File: config.mk
export PLATFORM = sky130hd
export DESIGN_NAME = tbb_front_flat
export DESIGN_NICKNAME = d
export VERILOG_FILES = /design/src/sv/tbb_pkg.sv /design/src/sv/tbb_if.sv /design/src/sv/tbb_front.sv /design/src/flat_wrapper.sv
export SDC_FILE = /design/constraint.sdc
export NUM_CORES = 1
export LEC_CHECK = 0
export ABC_AREA = 0
export BUFFER_PORTS_ARGS = -buffer_cell sky130_fd_sc_hd__buf_2
export CAP_MARGIN = 10
export CORE_UTILIZATION = 59
export DETAILED_ROUTE_END_ITERATION = 10
export GPL_ROUTABILITY_DRIVEN = 1
export PLACE_DENSITY = 0.79
export RECOVER_POWER = 100
export SLEW_MARGIN = 10
export SYNTH_ARGS = -nofsm -noshare
export SYNTH_HDL_FRONTEND = slang
export SYNTH_SLANG_ARGS = --single-unit
File: constraint.sdc
create_clock -name clk -period 7.7 [get_ports clk]
set_input_delay 0.385 -clock clk [delete_from_list [all_inputs] [get_ports clk]]
set_output_delay 0.385 -clock clk [all_outputs]
set_load 0.02 [all_outputs]
File: src/sv/tbb_pkg.sv
// Shared types, constants and helpers for the transformed box bounds unit.
// Used by the channel interfaces and by every module of the block.
`timescale 1ns / 1ps
`default_nettype none

package tbb_pkg;

  localparam int VALUE_W = 32;
  localparam int PROD_W = 2 * VALUE_W;
  localparam int QUEUE_DEPTH = 4;
  localparam int CORNERS = 8;

  typedef logic signed [VALUE_W-1:0] val_t;
  typedef logic signed [PROD_W-1:0] prod_t;

  localparam val_t VAL_MAX = {1'b0, {(VALUE_W - 1){1'b1}}};
  localparam val_t VAL_MIN = {1'b1, {(VALUE_W - 1){1'b0}}};

  typedef enum logic [1:0] {
    OP_LOAD   = 2'd0,
    OP_SHAPE  = 2'd1,
    OP_FINISH = 2'd2
  } op_t;

  typedef enum logic [1:0] {
    KIND_CYLINDER = 2'd0,
    KIND_ARROW    = 2'd1,
    KIND_SPHERE   = 2'd2,
    KIND_BOX      = 2'd3
  } shape_kind_t;

  typedef enum logic [1:0] {
    CMD_LOAD   = 2'd0,
    CMD_SHAPE  = 2'd1,
    CMD_FINISH = 2'd2
  } cmd_kind_t;

  // A load keeps its column values in hi; a shape keeps its local box in lo/hi.
  typedef struct packed {
    cmd_kind_t   kind;
    logic [1:0]  column;
    val_t [2:0]  lo;
    val_t [2:0]  hi;
  } cmd_t;

  typedef struct packed {
    logic valid;
    cmd_t cmd;
  } q_head_t;

  // Negation that saturates the most negative value.
  function automatic val_t neg_sat(val_t v);
    val_t r;
    if (v == VAL_MIN) begin
      r = VAL_MAX;
    end else begin
      r = -v;
    end
    return r;
  endfunction

endpackage

`default_nettype wire

File: src/sv/tbb_if.sv
// Valid/ready channel interfaces: shape items in, bounding boxes out.
// Depends on tbb_pkg for the value type.
`timescale 1ns / 1ps
`default_nettype none

interface tbb_item_if import tbb_pkg::*; ();
  logic       valid;
  logic       ready;
  logic [1:0] op;
  logic [1:0] column;
  val_t       val_x;
  val_t       val_y;
  val_t       val_z;
  logic [1:0] shape_kind;

  modport source (output valid, op, column, val_x, val_y, val_z, shape_kind, input ready);
  modport sink (input valid, op, column, val_x, val_y, val_z, shape_kind, output ready);
endinterface


`default_nettype wire

File: src/sv/tbb_front.sv
// Front end: accepts input items, turns them into commands and queues them.
// Depends on tbb_pkg and tbb_item_if.
`timescale 1ns / 1ps
`default_nettype none

module tbb_front import tbb_pkg::*; (
  input  logic       clk,
  input  logic       rst,
  tbb_item_if.sink   shape_in,
  output q_head_t    head,
  input  logic       pop
);

  localparam int PTR_W = $clog2(QUEUE_DEPTH);
  localparam logic [PTR_W:0] FULL = (PTR_W + 1)'(QUEUE_DEPTH);

  cmd_t             mem [QUEUE_DEPTH];
  logic [PTR_W-1:0] wr_ptr;
  logic [PTR_W-1:0] rd_ptr;
  logic [PTR_W:0]   count;
  cmd_t             cmd_next;
  logic             cmd_ok;
  logic             push;
  val_t             nx;
  val_t             ny;
  val_t             nz;

  always_comb begin
    nx = neg_sat(shape_in.val_x);
    ny = neg_sat(shape_in.val_y);
    nz = neg_sat(shape_in.val_z);
    cmd_next = '0;
    cmd_ok = 1'b0;
    case (op_t'(shape_in.op))
      OP_LOAD: begin
        cmd_ok = 1'b1;
        cmd_next.kind = CMD_LOAD;
        cmd_next.column = shape_in.column;
        cmd_next.hi = {shape_in.val_z, shape_in.val_y, shape_in.val_x};
      end
      OP_SHAPE: begin
        cmd_ok = 1'b1;
        cmd_next.kind = CMD_SHAPE;
        case (shape_kind_t'(shape_in.shape_kind))
          KIND_CYLINDER, KIND_ARROW: begin
            cmd_next.lo = {val_t'(0), nx, nx};
            cmd_next.hi = {shape_in.val_y, shape_in.val_x, shape_in.val_x};
          end
          KIND_SPHERE: begin
            cmd_next.lo = {nx, nx, nx};
            cmd_next.hi = {shape_in.val_x, shape_in.val_x, shape_in.val_x};
          end
          KIND_BOX: begin
            cmd_next.lo = {nz, ny, nx};
            cmd_next.hi = {shape_in.val_z, shape_in.val_y, shape_in.val_x};
          end
          default: cmd_next.lo = '0;
        endcase
      end
      OP_FINISH: begin
        cmd_ok = 1'b1;
        cmd_next.kind = CMD_FINISH;
      end
      default: cmd_ok = 1'b0;
    endcase
  end

  // The unused op code is taken and dropped without a queue entry.
  assign shape_in.ready = (count != FULL);
  assign push = shape_in.valid && shape_in.ready && cmd_ok;

  always_ff @(posedge clk) begin
    if (rst) begin
      wr_ptr <= '0;
      rd_ptr <= '0;
      count <= '0;
    end else begin
      if (push) begin
        wr_ptr <= wr_ptr + 1'b1;
      end
      if (pop) begin
        rd_ptr <= rd_ptr + 1'b1;
      end
      count <= count + {{PTR_W{1'b0}}, push} - {{PTR_W{1'b0}}, pop};
    end
  end

  always_ff @(posedge clk) begin
    if (push) begin
      mem[wr_ptr] <= cmd_next;
    end
  end

  assign head.valid = (count != '0);
  assign head.cmd = mem[rd_ptr];

  a_pop_nonempty: assert property (@(posedge clk) disable iff (rst)
    pop |-> head.valid) else $error("queue popped while empty");

  a_empty_ptrs: assert property (@(posedge clk) disable iff (rst)
    count == '0 |-> wr_ptr == rd_ptr) else $error("empty queue with unequal pointers");

  a_count_up: assert property (@(posedge clk) disable iff (rst)
    push && !pop |=> count == $past(count) + 1'b1) else $error("queue count lost a push");

endmodule

`default_nettype wire

File: src/flat_wrapper.sv
// flat-port wrapper written by rule: the top's interface ports become plain ports
module tbb_front_flat import tbb_pkg::*;
  (clk, rst, head, pop, shape_in_valid, shape_in_op, shape_in_column, shape_in_val_x, shape_in_val_y, shape_in_val_z, shape_in_shape_kind, shape_in_ready);
  tbb_item_if shape_in_i ();
  input  logic clk;
  input  logic rst;
  output q_head_t head;
  input  logic pop;
  input wire logic [$bits(shape_in_i.valid)-1:0] shape_in_valid;
  input wire logic [$bits(shape_in_i.op)-1:0] shape_in_op;
  input wire logic [$bits(shape_in_i.column)-1:0] shape_in_column;
  input wire logic [$bits(shape_in_i.val_x)-1:0] shape_in_val_x;
  input wire logic [$bits(shape_in_i.val_y)-1:0] shape_in_val_y;
  input wire logic [$bits(shape_in_i.val_z)-1:0] shape_in_val_z;
  input wire logic [$bits(shape_in_i.shape_kind)-1:0] shape_in_shape_kind;
  output wire logic [$bits(shape_in_i.ready)-1:0] shape_in_ready;
  assign shape_in_i.valid = shape_in_valid;
  assign shape_in_i.op = shape_in_op;
  assign shape_in_i.column = shape_in_column;
  assign shape_in_i.val_x = shape_in_val_x;
  assign shape_in_i.val_y = shape_in_val_y;
  assign shape_in_i.val_z = shape_in_val_z;
  assign shape_in_i.shape_kind = shape_in_shape_kind;
  assign shape_in_ready = shape_in_i.ready;
  tbb_front u_core (.clk(clk), .rst(rst), .shape_in(shape_in_i), .head(head), .pop(pop));
endmodule
# ---- Word level (Yosys, flattened, before mapping)
# Memories as Yosys holds them, arrays and structs flattened. A register that Yosys moved wholly into a read port is not among the register bits.
# Index checks and enable logic that the tools add are counted.
dict set report word_totals {
  reg_bits 7
  ramBits 784
  mem_count 1
  inputBits 106
}
# memory words word_bits rd rd_clocked_by_memory_dff wr line
set mem_list {}
lappend mem_list {u_core.mem 4 196 1 1 1 tbb_front.sv:17} ;# cmd_t mem [QUEUE_DEPTH];
dict set report classes {
  eq_ne 9
  n_mux 13
  add_sub_neg 7
  n_reduce_logical 7
}
# op n
set op_table {}
lappend op_table {{case mux 192 bit (3 select lines)} 1}
lappend op_table {{case mux 96 bit (2 select lines)} 1}
lappend op_table {{equality test 32 bit, second input constant} 3}
lappend op_table {{two-way mux 32 bit} 3}
lappend op_table {{two-way mux 96 bit} 1}
lappend op_table {{negator 32 bit} 3}
lappend op_table {{equality test 2 bit, second input constant} 3}
lappend op_table {{two-way mux 2 bit} 3}
lappend op_table {{adder 2 x 1 -> 2 bit, second input constant} 2}
lappend op_table {{equality test 2 x 1 -> 1 bit, second input constant} 2}
lappend op_table {{logical NOT 2 bit} 2}
lappend op_table {{case mux 2 bit (2 select lines)} 1}
lappend op_table {{adder 3 x 1 -> 3 bit} 1}
lappend op_table {{two-way mux 1 bit} 3}
lappend op_table {{!= test 3 bit, second input constant} 1}
lappend op_table {{nonzero test 3 bit} 1}
lappend op_table {{OR reduction 3 bit} 1}
lappend op_table {{subtractor 3 x 1 -> 3 bit} 1}
lappend op_table {{logical AND 1 bit} 2}
lappend op_table {{OR reduction 2 bit} 1}

# ---- Longest topological paths before layout
dict set report logic_depth {
  ltp_word 6
  depth_mapped 11
  mapped_depth_nobuf 8
}

# ---- Worst setup path before layout
# Ideal clock, no wire load.
dict set report synth_path {
  path_kind {flip-flop to flip-flop}
  start {register u_core.count[1]}
  end {memory u_core.mem[1][0] in the netlist's numbering, enable pin}
  synth_period_minus_slack_ns 6.124
  t_required_ns 7.120
  path_stages_with_launch 6
  path_slack_ns 1.576
  setup_ns 0.580
  t_arrival_ns 5.543
  path_cell_list {dfxtp_1 -> inv_1 -> nand3_1 -> and3_1 -> clkbuf_1 -> and2_1}
}
dict set report synth_via {
  elab_chain_len 5
}
# item line
set synth_rtl {}
lappend synth_rtl {{start: declaration} tbb_front.sv:20} ;# logic [PTR_W:0] count;
lappend synth_rtl {{start signal: assignment} tbb_front.sv:84} ;# count <= count + {{PTR_W{1'b0}}, push} - {{PTR_W{1'b0}}, pop};
lappend synth_rtl {{!= test 3 bit} tbb_front.sv:69} ;# assign shape_in.ready = (count != FULL);
lappend synth_rtl {{via shape_in_ready} flat_wrapper.sv:16} ;# output wire logic [$bits(shape_in_i.ready)-1:0] shape_in_ready;
lappend synth_rtl {{logical AND 1 bit (2 in series)} tbb_front.sv:70} ;# assign push = shape_in.valid && shape_in.ready && cmd_ok;
lappend synth_rtl {{via u_core.push} tbb_front.sv:23} ;# logic push;
lappend synth_rtl {{two-way mux 1 bit} tbb_front.sv:89} ;# if (push) begin
lappend synth_rtl {{two-way mux 1 bit (not written as such)} tbb_front.sv:90} ;# mem[wr_ptr] <= cmd_next;
lappend synth_rtl {{end: declaration} tbb_front.sv:17}
# The timed path passes the listed nets, and every way through them passes these cells.

==> implementation parameters <==
Parameter                              Value

Timing
  Max Transition Viols Final    376
  Final hold violations    0
  Clock Skew    32.80 ps
  Unrepaired setup endpoints after global routing    no
  Maximum clock frequency    0.1797 GHz
  Period minus WS final    5566 ps
  Share of the clock period used by the worst path after layout    0.7229
  Total negative slack    0 ps
  Remaining max-slew budget at the tightest pin    -1.572
  # setup viols final    0
  Transition time of the tightest slew-check pin    3858 ps

Clocking
  Buffers inserted during post-CTS setup optimization    0
  Number of CTS-inserted buffers    78
  Total clock sinks    793
  Clock Latency Late Sink    650 ps
  Hold-fix buffers at CTS    0
  Clock slew seen by the registers of the worst setup and hold paths    60 ps
  Clock root buffer    clkbuf_16
  Total number of H-tree levels    3
  Clock tree buffer depth    3
  CTS resizes    0
  TritonCTS clock tree    done

Die
  Starting utilization of the core area    0.5993
  Floorplan die width    238.8 µm
  Placeable core region    0.05520 mm²
  Height of the die    238.8 µm
  Full die area    0.05702 mm²
  Boundary Pins    304
  Rows    86

Routing
  WL per Instance    33.43 µm
  Via count    20.12k
  Number of search-and-repair iterations in the first detailed-routing pass    6
  Via-per-instance ratio    6.884
  Initial DRC count    2859
  Number of remaining DRC errors    0
  Detail Route Antenna Nets    0
  Detailed Route WL    97730 µm

Setup path
  CP max-delay cell    clkbuf_1
  Reg-to-reg critical path endpoint    u_core.mem[3][53]
  Sequence of cells on the critical path    clkbuf_1 -> clkbuf_1 -> nand2b_2 -> buf_4 -> nor2_1 -> clkbuf_1 -> a22oi_1 -> o211ai_1
  Startpoint type of the worst setup path    primary input
  R2R Path Start    u_core.count[1]
  Most used cell, CP    clkbuf_1
  Crit path capture type    flop
  Worst Reg2Reg Path Length in Cells    5
  Maximum cell stage delay along the critical path    1720 ps
  Cell family with most CP delay    buffers and inverters
  Type of the worst setup path    in2reg
  Critical path data arrival time    5860 ps
  Buffers and inverters on the worst path    4
  CP Data Required Time    8000 ps
  Reg-to-reg setup timing slack    2630 ps
  Critical path fanouts, max    46

Layout
  Post-route insts no fill    2923
  Layout cell share with drive strength beyond 1    0.2120
  Post-layout util    0.6805
  Total of fill cells in the finished design    3543
  Syn-to-layout area delta    13.55%
  NumNets Final    2213
  Multi-input gate area in the final layout    0.008791 mm²
  Sequential standard cell area    0.02373 mm²

Yosys
  Post-synthesis mux area share    0.1362
  Count of unique library cells instantiated by Yosys    75
  Area fraction of the dominant cell type after synthesis    0.7116
  Share of async-settable or async-resettable flops after synthesis    0
  Top cell types by occurrence after synthesis    edfxtp_1, mux4_2, nor2_1, nand2_1, clkbuf_1
  Post-Syn Instances    1808
  Most common flop cell mapped by yosys    edfxtp_1
  Top area cells in the synthesized netlist    edfxtp_1, mux4_2, nor2_1
  Number of enable flip-flop cells after synthesis    784
  Post-Syn Area    0.03308 mm²
  Adder and majority gate portion of the synthesized area    0.004009
  Compound-gate portion of the synthesized area    0.04792
  Share of synthesized cell area in and, or, nand and nor gates    0.05945
  Synthesized-area fraction occupied by xor and xnor cells    0.01906
  Cell type with the highest aggregate area in the netlist    edfxtp_1
  Number of synthesized register bits    793
  Portion of the post-synthesis area used by sequential elements    0.7171
  Synthesized area per cell    18.30 µm²
  Cell with the most instances after synthesis    edfxtp_1
  Total number of yosys warnings    0
  Combinational family with the most area after synthesis    multiplexers
  Net count after synthesis    1924

GRT
  Number of global-route vias before repair    19.75k
  Global-route usage over all layers    0.3472
  First-pass GRT wire length    138000 µm
  Maximum number of pins on one net before global-route repair    153
  Overall overflow remaining after global route    0
  Number of antenna violations at the first check in global routing    34

Placed design
  Hpwl dp    63490 µm
  Routability cong.    0.9447
  Number of placed instances, taps included    2765
  Buffers added on ports    303

Worst hold path
  Hold wc startpoint    rst
  Worst Hold Path EP    u_core.count[2]
  Hold WC Path Type    in2reg
  Depth of the worst hold-timing path    2

Status
  Violations in the final reports    max-capacitance violations, max-slew violations
  Outcome    complete, but fails checks

Job
  Max capacitance violation total    9

Pwr
  LEAKAGE    11.97 nW
  Max VDD drop    237.1 µV
  Total power density per cell area    283.7 mW/mm²
==> cell type report <==
type                    count  area share
well taps                 748     0.02491
clock buffers             107     0.05766
multi-input cells         881      0.2340
inverters                  19    0.001899
diodes                     15   0.0009992
flip-flops and latches    793      0.6316
clock inverters            36     0.01019
repair buffers            324     0.03870
==> metal layers <==
metal | track usage | routed length (µm) | share of wire
met5 | 0 | 240 | 0.0025
met4 | 0.1622 | 4603 | 0.047
met3 | 0.1170 | 13050 | 0.13
met2 | 0.5090 | 44560 | 0.46
met1 | 0.4741 | 35270 | 0.36
==> worst register-to-register path: cells and delay by family, from the launching register on <==
| kind | cells | cell delay (ps) |
|---|---|---|
| simple gates | 3 | 3220 |
| flops | 1 | 360 |
| buf+inv | 2 | 630 |
==> metrics by stage <==
stage	power [mW]	area, µm²	hold WS (ps)	worst slack (ps)
2_1_floorplan	6.344	33080	456.6	1576
3_3_place_gp	6.916	35310	500.5	3921
3_5_place_dp	6.953	35310	523.4	3914
4_1_cts	10.71	37860	4.172	3981
5_1_grt	10.93	37540	50.52	1933
6_report	10.66	37560	30.21	2134
==> how the worst max path moves through the flow <==
stage	to	slack [ps]	cells after the start	from
finish	u_core.mem[1][183]	2130	8	shape_in_op[1]
detailed placement	u_core.mem[2][165]	3910	6	shape_in_op[1]
global route	u_core.mem[3][53]	1930	6	shape_in_op[0]
floorplan	u_core.mem[1][0]	1580	5	u_core.count[1]
global placement	u_core.mem[3][164]	3920	6	shape_in_op[1]
CTS	head[122]	3980	3	flop
==> cells by family after synthesis <==
kind of cell,count (synthesis)
AO/OA/AOI/OAI,219
XOR/XNOR,72
multiplexers,205
adder cells (fa/ha/maj),10
flip-flops,793
AND/OR/NAND/NOR,375
buffers and inverters,134
==> layout by cell type, fill, tap and decap left out, types with 11 or more instances in the layout <==
cell and instances:
nand3_1 12, a22o_1 34, o21ai_0 48, a21oi_1 22, inv_1 18, nand2_1 73, clkbuf_16 82, or3_1 11
clkinv_1 12, nor4_1 15, o221ai_1 30, diode_2 15, nor3_1 31, nor2b_1 37, xnor2_1 40, edfxtp_1 784
clkbuf_1 225, nor2_1 126, mux4_2 196, o22ai_1 35, buf_2 108, xor2_1 32
==> state kept, by name, summed over array words and instances (netlist names), named ones only <==
name	count
u_core.count	3
u_core.mem	784
u_core.rd_ptr	2
u_core.wr_ptr	2
==> power by group <==
part	total (mW)	internal (mW)	leakage (nW)	switching, mW
Clock	3.80	2.22	1.24	1.59
Combinational	1.62	0.508	3.38	1.12
Sequential	5.23	5.13	7.35	0.107
Total	10.7	7.85	12.0	2.81
(Power assumes the default switching activity.)
